`config.mk`:
```
export PLATFORM = sky130hd
export DESIGN_NAME = acr_sqrt_cell
export DESIGN_NICKNAME = d
export VERILOG_FILES = /design/src/rtl/assert_macros.svh /design/src/rtl/acr_pkg.sv /design/src/rtl/acr_sqrt_cell.sv
export SDC_FILE = /design/constraint.sdc
export NUM_CORES = 1
export LEC_CHECK = 0
export BUFFER_PORTS_ARGS = -buffer_cell sky130_fd_sc_hd__buf_2
export CORE_MARGIN = 1.5
export CORE_UTILIZATION = 34
export DETAILED_ROUTE_END_ITERATION = 12
export GPL_TIMING_DRIVEN = 0
export PLACE_DENSITY = 0.58
export SLEW_MARGIN = 20
export SYNTH_ARGS = -nofsm -noshare
export SYNTH_HDL_FRONTEND = slang
export SYNTH_SLANG_ARGS = --single-unit
```
`constraint.sdc`:
```
create_clock -name clk -period 8.05 [get_ports clk]
set_input_delay 1.61 -clock clk [delete_from_list [all_inputs] [get_ports clk]]
set_output_delay 1.61 -clock clk [all_outputs]
set_load 0.1 [all_outputs]
```
`src/rtl/assert_macros.svh`:
```
// Assertion helpers; expect clk and rst_n in the including scope.
`ifndef ASSERT_MACROS_SVH
`define ASSERT_MACROS_SVH

// Same-cycle implication.
`define ASSERT_SAME(lbl, pre, post) \
  lbl: assert property (@(posedge clk) disable iff (!rst_n) (pre) |-> (post)) \
    else $error("same-cycle check failed");

// Next-cycle implication.
`define ASSERT_NEXT(lbl, pre, post) \
  lbl: assert property (@(posedge clk) disable iff (!rst_n) (pre) |=> (post)) \
    else $error("next-cycle check failed");

`endif

```
`src/rtl/acr_pkg.sv`:
```
`timescale 1ns / 1ps
`default_nettype none
package acr_pkg;

  localparam int ACR_CORDIC_STEPS = 16;
  localparam int ACR_SQRT_STEPS   = 31;
  localparam int ACR_DIV_STEPS    = 31;

  localparam int ACR_XW    = 34;  // cordic x/y, Q30
  localparam int ACR_ZW    = 33;  // cordic residual angle, Q30
  localparam int ACR_REMW  = 63;  // sqrt remainder
  localparam int ACR_ROOTW = 31;  // sqrt root / divisor
  localparam int ACR_DVW   = 62;  // divider remainder

  localparam logic signed [ACR_XW-1:0] ACR_GAIN = 34'sd652032875;
  localparam logic [19:0] ACR_DEG2RAD  = 20'd292818;
  localparam int ACR_FULL_TURN    = 23040;
  localparam int ACR_HALF_TURN    = 11520;
  localparam int ACR_QUARTER_TURN = 5760;
  localparam logic [15:0] ACR_ONE_Q14 = 16'd16384;

  typedef struct packed {
    logic            zero;
    logic            flip;
    logic [2:0]      neg;
    logic [2:0][15:0] mag;
  } acr_side_t;

  function automatic logic [ACR_ZW-1:0] acr_atan(input int idx);
    case (idx)
      0:  return 33'd843314857;
      1:  return 33'd497837829;
      2:  return 33'd263043837;
      3:  return 33'd133525159;
      4:  return 33'd67021687;
      5:  return 33'd33543516;
      6:  return 33'd16775851;
      7:  return 33'd8388437;
      8:  return 33'd4194283;
      9:  return 33'd2097149;
      10: return 33'd1048576;
      11: return 33'd524288;
      12: return 33'd262144;
      13: return 33'd131072;
      14: return 33'd65536;
      15: return 33'd32768;
      16: return 33'd16384;
      17: return 33'd8192;
      18: return 33'd4096;
      19: return 33'd2048;
      20: return 33'd1024;
      21: return 33'd512;
      22: return 33'd256;
      23: return 33'd128;
      default: return '0;
    endcase
  endfunction

endpackage
`default_nettype wire

```
`src/rtl/acr_sqrt_cell.sv`:
```
`timescale 1ns / 1ps
`default_nettype none
module acr_sqrt_cell #(
  parameter int BIT = 0
) (
  input  wire logic                           clk,
  input  wire logic                           en,
  input  wire logic [acr_pkg::ACR_REMW-1:0]   rem_i,
  input  wire logic [acr_pkg::ACR_ROOTW-1:0]  root_i,
  output logic [acr_pkg::ACR_REMW-1:0]        rem_o,
  output logic [acr_pkg::ACR_ROOTW-1:0]       root_o
);

  localparam int PADW = acr_pkg::ACR_REMW - acr_pkg::ACR_ROOTW;

  logic [acr_pkg::ACR_REMW-1:0] trial;
  logic ge;

  // (2r + 2^b) * 2^b, r has no bits at or below b
  always_comb begin
    trial = ({{PADW{1'b0}}, root_i} << (BIT + 1))
          + ({{(acr_pkg::ACR_REMW-1){1'b0}}, 1'b1} << (2 * BIT));
    ge = rem_i >= trial;
  end

  always_ff @(posedge clk) begin
    if (en) begin
      rem_o  <= ge ? rem_i - trial : rem_i;
      root_o <= ge ? root_i | ({{(acr_pkg::ACR_ROOTW-1){1'b0}}, 1'b1} << BIT) : root_i;
    end
  end

endmodule
`default_nettype wire

```
==> out/results.ini <==
[cells_and_area]
layout_common_cells = 194 x buf_2, 94 x edfxtp_1, 61 x a21oi_1
syn_to_final_growth_pct = 25.67
fin_area_sq_um = 7644
nets = 945
final_common_cell = buf_2
drive_gt1_share_pct = 27.16

[timing]
finalHoldViolations = 0
maxSlewViolCount = 0
rsz0062_at_grt = no
max_slew_margin_pct = 46.24
setup_viol = 0
fin_tns_setup_ns = 0
clock.fmax_mhz = 212.0
final.min_clock_period_ns = 4.717
finalCritPeriodShare_pct = 58.60
worst_pin_slew_ns = 0.8010

[synth]
ys_warn_count = 0
yosys.area.top_type = edfxtp_1
synthArstFlopShare_pct = 0
synth_edf_count = 94
synth_cell_types = 52
synth_cells = 616
syn_area_sq_um = 6082
ys_ff_latch = 94
synth_seq_area_share_pct = 46.41
syn_nets = 745
synth_top_area_share_pct = 46.41
synthFlopType = edfxtp_1
syn_avg_cell_area_sq_um = 9.874
netlist_top_cells_area = edfxtp_1 46%, ha_1 6.6%, a21oi_1 5.0%

[detailed_routing]
routed_wl_um = 18020
drt-met1-wl_um = 8122
drc = 0
wl_met2_um = 8113
ant_nets = 0
dr.pass1.iters = 4
avgViaCountPerCell = 5.175
vias = 5429
wl_met3_um = 1461
wire_per_inst_um = 17.17
highest_layer = met4
drtIter0Drc = 495

[placement]
dp_hpwl_um = 14260
port_buffers = 188
gp_congestion = 0.9058
place_area_sq_um = 7338

[critical_path]
worst-setup-path-type = in -> reg
crit_arrival_ns = 4.79
crit_chain = buf_2 > inv_1 > ha_1 > clkbuf_1 > nand4_1 > nor3_1 > nand2_1 > a31oi_1 > o21ai_0 > o21ai_1 > buf_2 > buf_1 > a21oi_1
critPathMostFrequentCell = buf_2
start_kind = primary input
cp_slowest_cell = buf_1
required_ns = 8.12
slowest_delay_ns = 0.44
endpoint_kind = flop
crit_fanout = 10

[outcome]
status = completed

[floorplan]
dieWidth_um = 136.7
die-area_sq_um = 18700
ioPinCount = 190
start_util_pct = 34.92
fp.coreArea_sq_um = 17420
rows = 48
die_height_um = 136.7

[pwr]
power_frac_clock_pct = 25.1
p_sw_share_pct = 43.57
finalPower_uw = 1741
power_density_nw_per_um2 = 227.8
p_seq_share_pct = 35.5
leakage_uw = 0.003237
vdd_drop_max_mv = 0.1265
p_comb_share_pct = 39.4
p_switching_uw = 758.7
p_int_uw = 982.6

[cts]
cts_hold_buf = 0
root_buffer = clkbuf_16
cts_made_buffers = 9
cts_tree = yes
numClockSinks = 94
h-tree-depth = 3
clockBufferDepth = 2
clk_pin_slew_ns = 0.07
cts_resized = 0
post-cts-setup-buffers = 0

[flow_run]
maxCapViolCount = 0

[global_route]
grt_usage_pct = 19.43
antenna_found_initial = 2
grt_max_degree = 56
grt_first_pass_wirelength_um = 27610
grt_pass1_vias = 5241
overflow = 0

[hold_path]
hold_class = in -> reg

==> through the flow <==
step	hold WS (ns)	utilization, %	setup slack, ns	instances
2_1_floorplan	1.709	-	3.847	616
3_3_place_gp	1.801	41.94	2.973	1029
3_5_place_dp	1.803	42.13	2.896	1030
4_1_cts	1.428	43.84	3.265	1046
5_1_grt	1.433	43.84	3.013	1046
6_report	1.440	43.89	3.333	1049
==> synthesized netlist by cell type, drive strengths merged (17+ instances only) <==
library cell / count
edfxtp: 94
inv: 39
nor3: 17
xor2: 28
ha: 32
a21o: 24
nor2: 53
o21ai: 28
nand2: 42
nand4: 23
xnor2: 33
clkbuf: 20
a21oi: 61
==> area by class of cell <==
cell class              count  area, sq um
diodes                      3        7.507
plain buffers              31        140.1
clock buffers              10        229.0
clock inverters             6        68.82
fillers                  1741         9773
inverters                  39        146.4
multi-input cells         452         2973
flip-flops and latches     94         2823
well taps                 225        281.5
repair buffers            189        974.7
==> registers in the layout (all words and copies together) (netlist names) <==
signal  flops
root_o     31
rem_o      63
==> power by group through the flow <==
stage / Combinational, uW / Sequential (uW) / Clock, uW
2_1_floorplan: 161 / 1010 / 0
3_3_place_gp: 682 / 628 / 0
3_5_place_dp: 685 / 628 / 0
4_1_cts: 687 / 618 / 449
5_1_grt: 723 / 622 / 465
6_report: 686 / 617 / 437
==> routing by layer <==
metal  global-route usage, %  vias to the layer above
met4                   6.974                        0
met1                   26.23                     2487
met3                   3.963                       21
li1                        -                     2689
met5                       0                        -
met2                   30.82                      232
==> final timing paths <==
check                      start         end  cells after the start
worst max-delay path  root_i[25]   rem_o[24]                     13
worst min-delay path  root_i[16]  root_o[16]                      1
==> worst max-delay path: cells and delay by family <==
kind / cells / cell delay, ns
simple gates: 3 / 0.62
compound gates: 4 / 1.04
fa+ha+maj: 1 / 0.26
buf+inv: 5 / 1.24
==> logic make-up after synthesis <==
| group | synth area share, % |
|---|---|
| adder cells (fa/ha/maj) | 6.912 |
| AO/OA/AOI/OAI | 15.51 |
| XOR/XNOR | 8.908 |
| buffers and inverters | 4.711 |
| AND/OR/NAND/NOR | 17.55 |
| flip-flops | 46.41 |
No activity file was read; power rests on OpenSTA's default activity.
