### config.mk
export PLATFORM = sky130hd
export DESIGN_NAME = acr_div_cell
export DESIGN_NICKNAME = d
export VERILOG_FILES = /design/src/rtl/assert_macros.svh /design/src/rtl/acr_pkg.sv /design/src/rtl/acr_div_cell.sv
export SDC_FILE = /design/constraint.sdc
export NUM_CORES = 1
export LEC_CHECK = 0
export BUFFER_PORTS_ARGS = -buffer_cell sky130_fd_sc_hd__buf_4
export CAP_MARGIN = 40
export CORE_ASPECT_RATIO = 0.7
export CORE_UTILIZATION = 32
export CTS_CLUSTER_SIZE = 12
export DETAILED_ROUTE_END_ITERATION = 7
export PLACE_DENSITY = 0.62
export SLEW_MARGIN = 20
export SYNTH_ARGS = -nofsm -noshare
export SYNTH_HDL_FRONTEND = slang
export SYNTH_SLANG_ARGS = --single-unit
### constraint.sdc
create_clock -name clk -period 3 [get_ports clk]
set_input_delay 0 -clock clk [delete_from_list [all_inputs] [get_ports clk]]
set_output_delay 0 -clock clk [all_outputs]
set_load 0.03 [all_outputs]
### src/rtl/assert_macros.svh
// Assertion helpers; expect clk and rst_n in the including scope.
`ifndef ASSERT_MACROS_SVH
`define ASSERT_MACROS_SVH

// Same-cycle implication.
`define ASSERT_SAME(lbl, pre, post) \
  lbl: assert property (@(posedge clk) disable iff (!rst_n) (pre) |-> (post)) \
    else $error("same-cycle check failed");

// Next-cycle implication.
`define ASSERT_NEXT(lbl, pre, post) \
  lbl: assert property (@(posedge clk) disable iff (!rst_n) (pre) |=> (post)) \
    else $error("next-cycle check failed");

`endif

### src/rtl/acr_pkg.sv
`timescale 1ns / 1ps
`default_nettype none
package acr_pkg;

  localparam int ACR_CORDIC_STEPS = 16;
  localparam int ACR_SQRT_STEPS   = 31;
  localparam int ACR_DIV_STEPS    = 31;

  localparam int ACR_XW    = 34;  // cordic x/y, Q30
  localparam int ACR_ZW    = 33;  // cordic residual angle, Q30
  localparam int ACR_REMW  = 63;  // sqrt remainder
  localparam int ACR_ROOTW = 31;  // sqrt root / divisor
  localparam int ACR_DVW   = 62;  // divider remainder

  localparam logic signed [ACR_XW-1:0] ACR_GAIN = 34'sd652032875;
  localparam logic [19:0] ACR_DEG2RAD  = 20'd292818;
  localparam int ACR_FULL_TURN    = 23040;
  localparam int ACR_HALF_TURN    = 11520;
  localparam int ACR_QUARTER_TURN = 5760;
  localparam logic [15:0] ACR_ONE_Q14 = 16'd16384;

  typedef struct packed {
    logic            zero;
    logic            flip;
    logic [2:0]      neg;
    logic [2:0][15:0] mag;
  } acr_side_t;

  function automatic logic [ACR_ZW-1:0] acr_atan(input int idx);
    case (idx)
      0:  return 33'd843314857;
      1:  return 33'd497837829;
      2:  return 33'd263043837;
      3:  return 33'd133525159;
      4:  return 33'd67021687;
      5:  return 33'd33543516;
      6:  return 33'd16775851;
      7:  return 33'd8388437;
      8:  return 33'd4194283;
      9:  return 33'd2097149;
      10: return 33'd1048576;
      11: return 33'd524288;
      12: return 33'd262144;
      13: return 33'd131072;
      14: return 33'd65536;
      15: return 33'd32768;
      16: return 33'd16384;
      17: return 33'd8192;
      18: return 33'd4096;
      19: return 33'd2048;
      20: return 33'd1024;
      21: return 33'd512;
      22: return 33'd256;
      23: return 33'd128;
      default: return '0;
    endcase
  endfunction

endpackage
`default_nettype wire

### src/rtl/acr_div_cell.sv
`timescale 1ns / 1ps
`default_nettype none
module acr_div_cell #(
  parameter int BIT = 0
) (
  input  wire logic                           clk,
  input  wire logic                           en,
  input  wire logic [acr_pkg::ACR_DVW-1:0]    rem_i,
  input  wire logic [acr_pkg::ACR_ROOTW-1:0]  den_i,
  input  wire logic [acr_pkg::ACR_ROOTW-1:0]  q_i,
  output logic [acr_pkg::ACR_DVW-1:0]         rem_o,
  output logic [acr_pkg::ACR_ROOTW-1:0]       den_o,
  output logic [acr_pkg::ACR_ROOTW-1:0]       q_o
);

  localparam int PADW = acr_pkg::ACR_DVW - acr_pkg::ACR_ROOTW;

  logic [acr_pkg::ACR_DVW-1:0] sub;
  logic ge;

  always_comb begin
    sub = {{PADW{1'b0}}, den_i} << BIT;
    ge  = rem_i >= sub;
  end

  always_ff @(posedge clk) begin
    if (en) begin
      rem_o <= ge ? rem_i - sub : rem_i;
      den_o <= den_i;
      q_o   <= ge ? q_i | ({{(acr_pkg::ACR_ROOTW-1){1'b0}}, 1'b1} << BIT) : q_i;
    end
  end

endmodule
`default_nettype wire

==> results.py <==
metrics = {
    "run_status": {
        "status": "finished, final reports clean",
    },
    "layout": {
        "layoutNonFillerInstCount": 1327,
        "layout_commonest_cell": "buf_4",
        "register_area_mm2": 0.00372,
        "fill_cells": 1845,
        "multi_input_area_mm2": 0.00295,
        "diodes": 0,
        "syn_to_final_growth_pct": 64.8,
        "nets": 1196,
        "drive_above_1_share_pct": 35.2,
        "final_cell_mix": "299 x buf_4, 124 x edfxtp_1, 124 x dlygate4sd3_1",
    },
    "pwr": {
        "p_switching_uw": 1770,
        "ir_worst_vdd_mv": 0.348,
        "p_int_uw": 4140,
        "clockPowerShare_pct": 36.0,
        "power_density_mw_per_mm2": 521,
        "p_leak_uw": 0.00484,
        "netSwitchingFraction_pct": 30.0,
        "power_frac_seq_pct": 36.8,
        "p_comb_share_pct": 27.2,
        "finalPower_uw": 5920,
    },
    "floorplanning": {
        "rows": 44,
        "chipWidth_um": 177,
        "start_util_pct": 33.0,
        "coreArea_mm2": 0.0209,
        "die_h_um": 125,
        "io_pins": 250,
        "die_area_mm2": 0.0221,
    },
    "route": {
        "first_pass_iters": 5,
        "wire_per_inst_um": 16.5,
        "met1_length_um": 10100,
        "dr_wl_met2_um": 9900,
        "num_vias": 6389,
        "routed_wl_um": 21900,
        "vias_per_cell": 4.81,
        "drcViolationCount": 0,
        "dr_wl_met3_um": 1730,
        "maxUsedRoutingLayer": "met4",
        "drtAntennaViolNets": 0,
        "initialDrtViolationCount": 386,
    },
    "synth": {
        "synth-adder-area-share_pct": 5.92,
        "yosys.area_share.simple_pct": 13.9,
        "muxShareOfSynthArea_pct": 0.490,
        "syn-cell-area_mm2": 0.00690,
        "ys.flop_type": "edfxtp_1",
        "yosysSeqAreaShare_pct": 54.0,
        "synth_top_family_by_area": "simple AND/OR/NAND/NOR gates",
        "ys_ff_latch": 124,
        "syn_area_per_cell_um2": 11.1,
        "synth_compound_area_share_pct": 13.9,
        "synthXorXnorAreaFrac_pct": 7.37,
        "synth_nets": 779,
        "synth.distinct_cells": 58,
        "synth_edf_count": 124,
        "ys_warn_count": 0,
        "async_flop_share_pct": 0,
        "syn-instance-count": 621,
    },
    "timing": {
        "setup_viol": 0,
        "setup-tns-final_ps": 0,
        "report.final.slew_viol_count": 0,
        "hold_viol": 0,
        "worst_pin_slew_ps": 716,
        "slew_headroom_pct": 51.0,
        "fin_crit_sh_pct": 96.1,
        "fmax_mhz": 347,
        "finalCriticalPeriod_ps": 2880,
    },
    "clocking": {
        "tritoncts": "yes",
        "cts_sinks": 124,
        "path_clk_slew_ps": 60,
        "cts-root-buf": "clkbuf_16",
        "cts_max_level": 4,
        "numCtsBuffers": 17,
        "clockBufferDepth": 2,
    },
    "setup_path": {
        "cp_max_fo": 17,
        "worstPathArrival_ps": 3040,
        "endpoint_kind": "flop",
        "startpoint_type": "input port",
        "worst-endpoint-required_ps": 3160,
        "critPathKind": "in -> reg",
    },
    "global_route": {
        "grt_max_degree": 64,
        "antenna_found_initial": 0,
        "grt_pass1_wl_um": 34000,
        "grt_overflow": 0,
        "grt_usage_pct": 19.8,
        "grt_pass1_vias": 6425,
    },
    "placement": {
        "port_buffers": 249,
        "hpwl_um": 15700,
        "place_congestion": 0.851,
        "dp_cells": 1166,
    },
    "job": {
        "maxCapViolCount": 0,
    },
    "hold_path": {
        "hp-class": "in -> reg",
    },
}
==> metrics by stage <==
stage	cell area, um^2	utilization [%]	hold slack, ps	worst slack, ps
3_3_place_gp	9400	44.9	178	33.3
4_1_cts	11200	53.7	22.0	4.70
5_1_grt	11400	54.3	39.4	-0.246
2_1_floorplan	6900	-	98.9	267
6_report	11400	54.3	30.3	118
3_5_place_dp	9400	44.9	179	-119
==> path summary, 6_finish.rpt <==
kind,startpoint,end,slack [ps],depth (start not counted)
worst max-delay path,rem_i[6],rem_o[7],120,12
worst min-delay path,den_i[0],rem_o[0],30,3
==> power groups by stage <==
stage / logic (uW) / registers, uW / clock network [uW]
2_1_floorplan: 454 / 2570 / 0
3_3_place_gp: 1440 / 2210 / 0
3_5_place_dp: 1450 / 2210 / 0
4_1_cts: 1590 / 2180 / 2170
5_1_grt: 1730 / 2200 / 2240
6_report: 1610 / 2180 / 2130
==> repair_timing <==
action	4_1_cts	5_1_grt
gates resized for setup	0	15
hold endpoints to repair	124	0
buffers inserted	0	5
hold buffers	124	0
endpoints found under the setup margin	0	50
==> metal layers <==
| metal | vias to the layer above | GRT usage (%) |
|---|---|---|
| met1 | 2994 | 26.6 |
| met3 | 18 | 5.68 |
| met5 | - | 0 |
| li1 | 3135 | - |
| met4 | 0 | 3.92 |
| met2 | 242 | 31.5 |
==> cell usage after synthesis (3+ instances only) <==
library cell,n,share of area [%]
mux2_2,3,0.49
nand3_1,18,1.3
o21ai_1,3,0.22
clkbuf_1,12,0.65
o21bai_1,4,0.44
nor2_1,58,3.2
edfxtp_1,124,54
xnor2_1,32,4.1
or4_1,6,0.65
or3_1,9,0.82
and3_1,5,0.45
buf_6,3,0.49
nor4_1,7,0.64
inv_1,39,2.1
a211oi_1,3,0.33
a21o_1,17,1.9
o21ai_0,18,1.3
nor2b_1,4,0.36
nand4_1,19,1.7
a21oi_2,11,1.4
o22ai_1,3,0.27
a21oi_1,52,3.8
a31oi_1,5,0.45
nor3_1,17,1.2
nand2_1,32,1.7
ha_1,31,5.6
xor2_1,26,3.3
o21a_1,8,0.87
buf_2,15,1.1
==> logic make-up (layout without fill, tap and decap cells) <==
family,Yosys count,after routing
adders and majority gates,32,32
AOI/OAI and AO/OA,145,145
DFF,124,124
and+or+nand+nor,189,189
xor gates and xnor gates,58,58
muxes,3,3
buffers and inverters,70,500
==> worst max-delay path: stages <==
cell and delay, ps:
dlygate4sd3_1 560, buf_4 150, ha_1 390, nand3_1 170, nor3_2 260, a21o_1 170, a211oi_2 70, buf_4 160
a2111oi_4 360, or2_4 230, buf_12 160, mux2_2 350
==> sequential cells by signal, indices dropped and copies added, names as in the netlist <==
register  cells
den_o        31
rem_o        62
q_o          31
==> cell type report <==
class	instances	area share, %
inverters	39	1.29
well taps	276	3.04
flip-flops and latches	124	32.8
multi-input cells	427	26.0
repair buffers	429	31.7
clock buffers	18	3.78
clock inverters	14	1.50
Power figures use the tool's default switching activity.
