$ cat src/rtl/assert_macros.svh
// Assertion helpers; expect clk and rst_n in the including scope.
`ifndef ASSERT_MACROS_SVH
`define ASSERT_MACROS_SVH

// Same-cycle implication.
`define ASSERT_SAME(lbl, pre, post) \
  lbl: assert property (@(posedge clk) disable iff (!rst_n) (pre) |-> (post)) \
    else $error("same-cycle check failed");

// Next-cycle implication.
`define ASSERT_NEXT(lbl, pre, post) \
  lbl: assert property (@(posedge clk) disable iff (!rst_n) (pre) |=> (post)) \
    else $error("next-cycle check failed");

`endif

$ cat src/rtl/acr_pkg.sv
`timescale 1ns / 1ps
`default_nettype none
package acr_pkg;

  localparam int ACR_CORDIC_STEPS = 16;
  localparam int ACR_SQRT_STEPS   = 31;
  localparam int ACR_DIV_STEPS    = 31;

  localparam int ACR_XW    = 34;  // cordic x/y, Q30
  localparam int ACR_ZW    = 33;  // cordic residual angle, Q30
  localparam int ACR_REMW  = 63;  // sqrt remainder
  localparam int ACR_ROOTW = 31;  // sqrt root / divisor
  localparam int ACR_DVW   = 62;  // divider remainder

  localparam logic signed [ACR_XW-1:0] ACR_GAIN = 34'sd652032875;
  localparam logic [19:0] ACR_DEG2RAD  = 20'd292818;
  localparam int ACR_FULL_TURN    = 23040;
  localparam int ACR_HALF_TURN    = 11520;
  localparam int ACR_QUARTER_TURN = 5760;
  localparam logic [15:0] ACR_ONE_Q14 = 16'd16384;

  typedef struct packed {
    logic            zero;
    logic            flip;
    logic [2:0]      neg;
    logic [2:0][15:0] mag;
  } acr_side_t;

  function automatic logic [ACR_ZW-1:0] acr_atan(input int idx);
    case (idx)
      0:  return 33'd843314857;
      1:  return 33'd497837829;
      2:  return 33'd263043837;
      3:  return 33'd133525159;
      4:  return 33'd67021687;
      5:  return 33'd33543516;
      6:  return 33'd16775851;
      7:  return 33'd8388437;
      8:  return 33'd4194283;
      9:  return 33'd2097149;
      10: return 33'd1048576;
      11: return 33'd524288;
      12: return 33'd262144;
      13: return 33'd131072;
      14: return 33'd65536;
      15: return 33'd32768;
      16: return 33'd16384;
      17: return 33'd8192;
      18: return 33'd4096;
      19: return 33'd2048;
      20: return 33'd1024;
      21: return 33'd512;
      22: return 33'd256;
      23: return 33'd128;
      default: return '0;
    endcase
  endfunction

endpackage
`default_nettype wire

$ cat src/rtl/acr_cordic_cell.sv
`timescale 1ns / 1ps
`default_nettype none
module acr_cordic_cell #(
  parameter int STEP = 0
) (
  input  wire logic                             clk,
  input  wire logic                             en,
  input  wire logic signed [acr_pkg::ACR_XW-1:0] x_i,
  input  wire logic signed [acr_pkg::ACR_XW-1:0] y_i,
  input  wire logic signed [acr_pkg::ACR_ZW-1:0] z_i,
  output logic signed [acr_pkg::ACR_XW-1:0]      x_o,
  output logic signed [acr_pkg::ACR_XW-1:0]      y_o,
  output logic signed [acr_pkg::ACR_ZW-1:0]      z_o
);

  logic signed [acr_pkg::ACR_XW-1:0] dx, dy;
  logic signed [acr_pkg::ACR_ZW-1:0] at;

  always_comb begin
    dx = y_i >>> STEP;  // floor shift
    dy = x_i >>> STEP;
    at = $signed(acr_pkg::acr_atan(STEP));
  end

  always_ff @(posedge clk) begin
    if (en) begin
      if (!z_i[acr_pkg::ACR_ZW-1]) begin
        x_o <= x_i - dx;
        y_o <= y_i + dy;
        z_o <= z_i - at;
      end else begin
        x_o <= x_i + dx;
        y_o <= y_i - dy;
        z_o <= z_i + at;
      end
    end
  end

endmodule
`default_nettype wire

$ cat config.mk
export PLATFORM = sky130hd
export DESIGN_NAME = acr_cordic_cell
export DESIGN_NICKNAME = d
export VERILOG_FILES = /design/src/rtl/assert_macros.svh /design/src/rtl/acr_pkg.sv /design/src/rtl/acr_cordic_cell.sv
export SDC_FILE = /design/constraint.sdc
export NUM_CORES = 1
export LEC_CHECK = 0
export BUFFER_PORTS_ARGS = -buffer_cell sky130_fd_sc_hd__buf_2
export CORE_ASPECT_RATIO = 0.8
export CORE_MARGIN = 4
export CORE_UTILIZATION = 58
export DETAILED_ROUTE_END_ITERATION = 8
export PLACE_DENSITY = 0.82
export RECOVER_POWER = 50
export SLEW_MARGIN = 15
export SYNTH_ARGS = -nofsm -noshare
export SYNTH_HDL_FRONTEND = slang
export SYNTH_SLANG_ARGS = --single-unit
$ cat constraint.sdc
create_clock -name clk -period 4.3 [get_ports clk]
set_clock_uncertainty 0.1 [all_clocks]
set_input_delay 0.43 -clock clk [delete_from_list [all_inputs] [get_ports clk]]
set_output_delay 0.43 -clock clk [all_outputs]
set_load 0.01 [all_outputs]
==> flow_summary.html <==
<table>
<tr><th>Metric</th><th>Value</th></tr>
<tr><th colspan="2">Power and ir drop</th></tr>
<tr><td>Power per cell area</td><td>311 mW/mm^2</td></tr>
<tr><td>Total power after layout</td><td>3.67 mW</td></tr>
<tr><td>Worst ir drop on vdd</td><td>0.170 mV</td></tr>
<tr><td>Static Leak</td><td>5.14 nW</td></tr>
<tr><th colspan="2">GRT</th></tr>
<tr><td>GR Overflow Total</td><td>0</td></tr>
<tr><td>Wire length of the first global-routing pass</td><td>48.7 mm</td></tr>
<tr><td>Tot GR Track Use</td><td>29.9%</td></tr>
<tr><td>Number of global-route vias before repair</td><td>9285</td></tr>
<tr><td>Largest net degree at the start of global routing</td><td>78</td></tr>
<tr><td>Initial antenna violation count</td><td>1</td></tr>
<tr><th colspan="2">STA</th></tr>
<tr><td>Min cycle time layout</td><td>3.71 ns</td></tr>
<tr><td>Final critical-path share of the clock period</td><td>86.2%</td></tr>
<tr><td>Worst rel slew slack</td><td>-34.5%</td></tr>
<tr><td>Unrepaired setup endpoints after global routing</td><td>no</td></tr>
<tr><td>Number of pins exceeding their max-slew limit in the final report</td><td>78</td></tr>
<tr><td>Post-route worst setup slack</td><td>0.593 ns</td></tr>
<tr><td>Setup TNS</td><td>0 ns</td></tr>
<tr><td>Final setup fails</td><td>0</td></tr>
<tr><td>Least-Margin Pin Slew</td><td>2.02 ns</td></tr>
<tr><td>Max Freq</td><td>270 MHz</td></tr>
<tr><td>Total count of hold-check failures in the final report</td><td>0</td></tr>
<tr><th colspan="2">Layout</th></tr>
<tr><td>Antenna diodes</td><td>0</td></tr>
<tr><td>Share of the core filled with cells in the final layout</td><td>67.3%</td></tr>
<tr><td>Area of the multi-input gates</td><td>0.00688 sq mm</td></tr>
<tr><td>Summed area of non-filler cells in the final layout</td><td>0.0118 sq mm</td></tr>
<tr><td>Number of nets in the finished design</td><td>1628</td></tr>
<tr><td>Area growth, synth to finish</td><td>12.5%</td></tr>
<tr><td>Fraction of layout cells with a size suffix above 1</td><td>13.8%</td></tr>
<tr><td>Fillers</td><td>1486</td></tr>
<tr><td>Area of all sequential standard cells</td><td>0.00300 sq mm</td></tr>
<tr><th colspan="2">Min path</th></tr>
<tr><td>Worst Min Path Start</td><td>z_i[0]</td></tr>
<tr><td>Worst-case hold path end point</td><td>z_o[0]</td></tr>
<tr><td>Depth of the worst hold-timing path</td><td>2</td></tr>
<tr><td>Path category of the worst min-delay check</td><td>input port to flip-flop</td></tr>
<tr><th colspan="2">Placed design</th></tr>
<tr><td>Placer congestion estimate</td><td>1.07</td></tr>
<tr><td>Detailed Place HPWL</td><td>25.3 mm</td></tr>
<tr><td># port buffers</td><td>203</td></tr>
<tr><td>Standard cell area after detailed placement</td><td>0.0116 sq mm</td></tr>
<tr><td>Worst setup slack after placement</td><td>0.595 ns</td></tr>
<tr><th colspan="2">Logic synthesis</th></tr>
<tr><td>Per-instance average area after synthesis</td><td>8.60 sq um</td></tr>
<tr><td>Netlist area before placement</td><td>0.0105 sq mm</td></tr>
<tr><td>Count of cell types in the netlist</td><td>81</td></tr>
<tr><td>Synthesized netlist net count</td><td>1457</td></tr>
<tr><td>Synth Instances</td><td>1220</td></tr>
<tr><td>Area leader, netlist</td><td>edfxtp_1</td></tr>
<tr><td>Proportion of synthesized area in mux cells</td><td>1.24%</td></tr>
<tr><td>Synth Area in Compound Gates</td><td>25.4%</td></tr>
<tr><td>Register bit count reported by yosys</td><td>100</td></tr>
<tr><td>Synthesized-area fraction occupied by xor and xnor cells</td><td>7.51%</td></tr>
<tr><td>Seq/Total Area, Yosys</td><td>28.6%</td></tr>
<tr><td>Synth top area share</td><td>28.6%</td></tr>
<tr><td>Prevailing post-synth register cell</td><td>edfxtp_1</td></tr>
<tr><td>Share of synthesized flip-flops with an asynchronous set or reset</td><td>0%</td></tr>
<tr><td>Synth top area cells</td><td>edfxtp_1, ha_1, a21oi_1</td></tr>
<tr><td>Simple-gate area share of the yosys netlist</td><td>15.1%</td></tr>
<tr><td>Synth warn</td><td>0</td></tr>
<tr><td>Count of flip-flops with a built-in enable after synthesis</td><td>100</td></tr>
<tr><td>Adder and majority gate portion of the synthesized area</td><td>16.3%</td></tr>
<tr><td>Dominant combinational cell family by area after synthesis</td><td>compound AO/OA/AOI/OAI gates</td></tr>
<tr><th colspan="2">Clock network</th></tr>
<tr><td>Num CTS Buffers</td><td>9</td></tr>
<tr><td>Hold buffers post-CTS</td><td>0</td></tr>
<tr><td>H-tree lvl count</td><td>3</td></tr>
<tr><td>Total setup buffers inserted after CTS</td><td>0</td></tr>
<tr><td>Clock transition at the registers of the reported paths</td><td>0.07 ns</td></tr>
<tr><td>CTS tree</td><td>done</td></tr>
<tr><td>Buffer levels on the longest clock path</td><td>2</td></tr>
<tr><td>Clock root buffer</td><td>clkbuf_16</td></tr>
<tr><td>Cells resized by post-CTS repair</td><td>0</td></tr>
<tr><td>Sinks on Clock Net</td><td>100</td></tr>
<tr><th colspan="2">Worst setup path</th></tr>
<tr><td>Critical path fanouts, max</td><td>17</td></tr>
<tr><td>Crit start category</td><td>input port</td></tr>
<tr><td>Arr. time, crit path</td><td>3.71 ns</td></tr>
<tr><td>Critical Path RT</td><td>4.30 ns</td></tr>
<tr><td>CP endpoint kind</td><td>flip-flop</td></tr>
<tr><td>Classification of the worst setup path</td><td>input port to flip-flop</td></tr>
<tr><th colspan="2">Floorplan</th></tr>
<tr><td>Floorplan die width</td><td>158 um</td></tr>
<tr><td>Die Y</td><td>128 um</td></tr>
<tr><td>Floorplan Core Area</td><td>0.0175 sq mm</td></tr>
<tr><td>Total number of placement rows</td><td>43</td></tr>
<tr><td>Die Outline Area</td><td>0.0203 sq mm</td></tr>
<tr><td>Number of top-level pins</td><td>204</td></tr>
<tr><td>Initial core utilization</td><td>59.8%</td></tr>
<tr><th colspan="2">Job</th></tr>
<tr><td>Max-cap violations</td><td>1</td></tr>
<tr><th colspan="2">Drt</th></tr>
<tr><td>Number of iterations in the first detailed-routing pass</td><td>6</td></tr>
<tr><td>Total vias in the final route</td><td>10200</td></tr>
<tr><td>Antenna violation net count after detailed routing</td><td>0</td></tr>
<tr><td>Detailed-route wire length per cell</td><td>19.6 um</td></tr>
<tr><td># DRC</td><td>0</td></tr>
<tr><td>DRT Wirelength</td><td>31.8 mm</td></tr>
<tr><td>1st-iter DRT viols</td><td>1558</td></tr>
<tr><td>Post-DR vias/cell</td><td>6.33</td></tr>
<tr><th colspan="2">Run status</th></tr>
<tr><td>Failing checks</td><td>max-capacitance violations, max-slew violations</td></tr>
<tr><td>Result of the run</td><td>complete, but fails checks</td></tr>
</table>
## registers in the layout, indices dropped and copies added, names as in the netlist
name and count:
z_o 33, y_o 33, x_o 34
## worst max path at each step
stage | from | end | slack (ns) | cells past startpoint
5_1_grt | z_i[32] | z_o[31] | 0.47 | 12
6_report | z_i[32] | z_o[26] | 0.59 | 12
4_1_cts | x_i[4] | x_o[27] | 0.95 | 12
3_5_place_dp | x_i[4] | x_o[27] | 0.59 | 12
2_1_floorplan | z_i[32] | z_o[26] | 0.55 | 12
3_3_place_gp | x_i[4] | x_o[27] | 0.69 | 12
## power breakdown
part	internal [mW]	total [mW]	switching [mW]
clock	0.402	0.795	0.393
sequential	1.30	1.36	0.0589
combinational	0.562	1.52	0.956
## placed cells by master, fill, tap and decap left out, types with 13 or more instances in the layout
master / instances
buf_2: 130
nor2_1: 99
a211oi_1: 16
nand2_1: 69
nand3_1: 23
nand2b_1: 15
a21oi_1: 134
nor3_1: 24
edfxtp_1: 100
nor2b_1: 18
clkbuf_1: 73
o21a_1: 18
ha_1: 130
mux2i_1: 13
xor2_1: 16
o21ai_0: 77
inv_1: 101
a31oi_1: 13
o21ai_1: 14
a21o_1: 37
xnor2_1: 74
o21bai_1: 15
## per-stage QoR
stage	cells	hold slack [ns]
after detailed placement	1605	0.693
after floorplan	1220	0.442
after CTS	1620	0.322
final	1620	0.330
after global routing	1620	0.342
after global placement	1605	0.690
## layout make-up
type                            count  share of cell area (%)
Clock inverter                      6                   0.477
Tap cell                          225                    2.39
Multi-Input combinational cell    967                    58.3
Clock buffer                        9                    1.91
Timing Repair Buffer              209                    8.19
Inverter                          104                    3.31
Sequential cell                   100                    25.4
## cell usage after synthesis (5+ instances only)
| cell type | n |
|---|---|
| nor3_1 | 24 |
| or2_2 | 5 |
| o21bai_1 | 15 |
| a31oi_1 | 13 |
| a21boi_0 | 6 |
| nor2_1 | 99 |
| buf_1 | 11 |
| o21a_1 | 18 |
| ha_1 | 130 |
| inv_1 | 102 |
| o21ai_0 | 77 |
| a21o_1 | 37 |
| nand4_1 | 9 |
| and2_1 | 10 |
| xnor2_1 | 74 |
| and3_1 | 10 |
| o211ai_1 | 11 |
| nand2_1 | 69 |
| edfxtp_1 | 100 |
| o21ai_1 | 14 |
| nor4_1 | 8 |
| buf_2 | 15 |
| clkbuf_1 | 19 |
| mux2i_1 | 13 |
| o31ai_1 | 7 |
| nand3_1 | 23 |
| or3_1 | 7 |
| nand2b_1 | 15 |
| nor2b_1 | 18 |
| xor2_1 | 16 |
| a211oi_1 | 16 |
| a21oi_1 | 134 |
## layer usage
metal | routed length, um | GRT usage [%]
met1 | 14100 | 45.1
met2 | 12900 | 42.9
met3 | 4020 | 6.88
met4 | 756 | 8.48
met5 | 20 | 0
## worst max-delay path, stage by stage
cell and delay (ns):
clkbuf_1 0.19, clkbuf_1 0.74, ha_1 0.46, a21oi_2 0.27, nand2_1 0.07, o221a_2 0.29, a21o_1 0.20, or4_1 0.43
and3_1 0.21, nor2_2 0.12, o21bai_1 0.13, xor2_1 0.16
## cell families after synthesis
logic type | Yosys count
adders and majority gates | 134
buffers and inverters | 153
xor gates and xnor gates | 90
muxes | 13
DFF | 100
AOI/OAI and AO/OA | 410
and+or+nand+nor | 320
No activity file was read; power rests on OpenSTA's default activity.
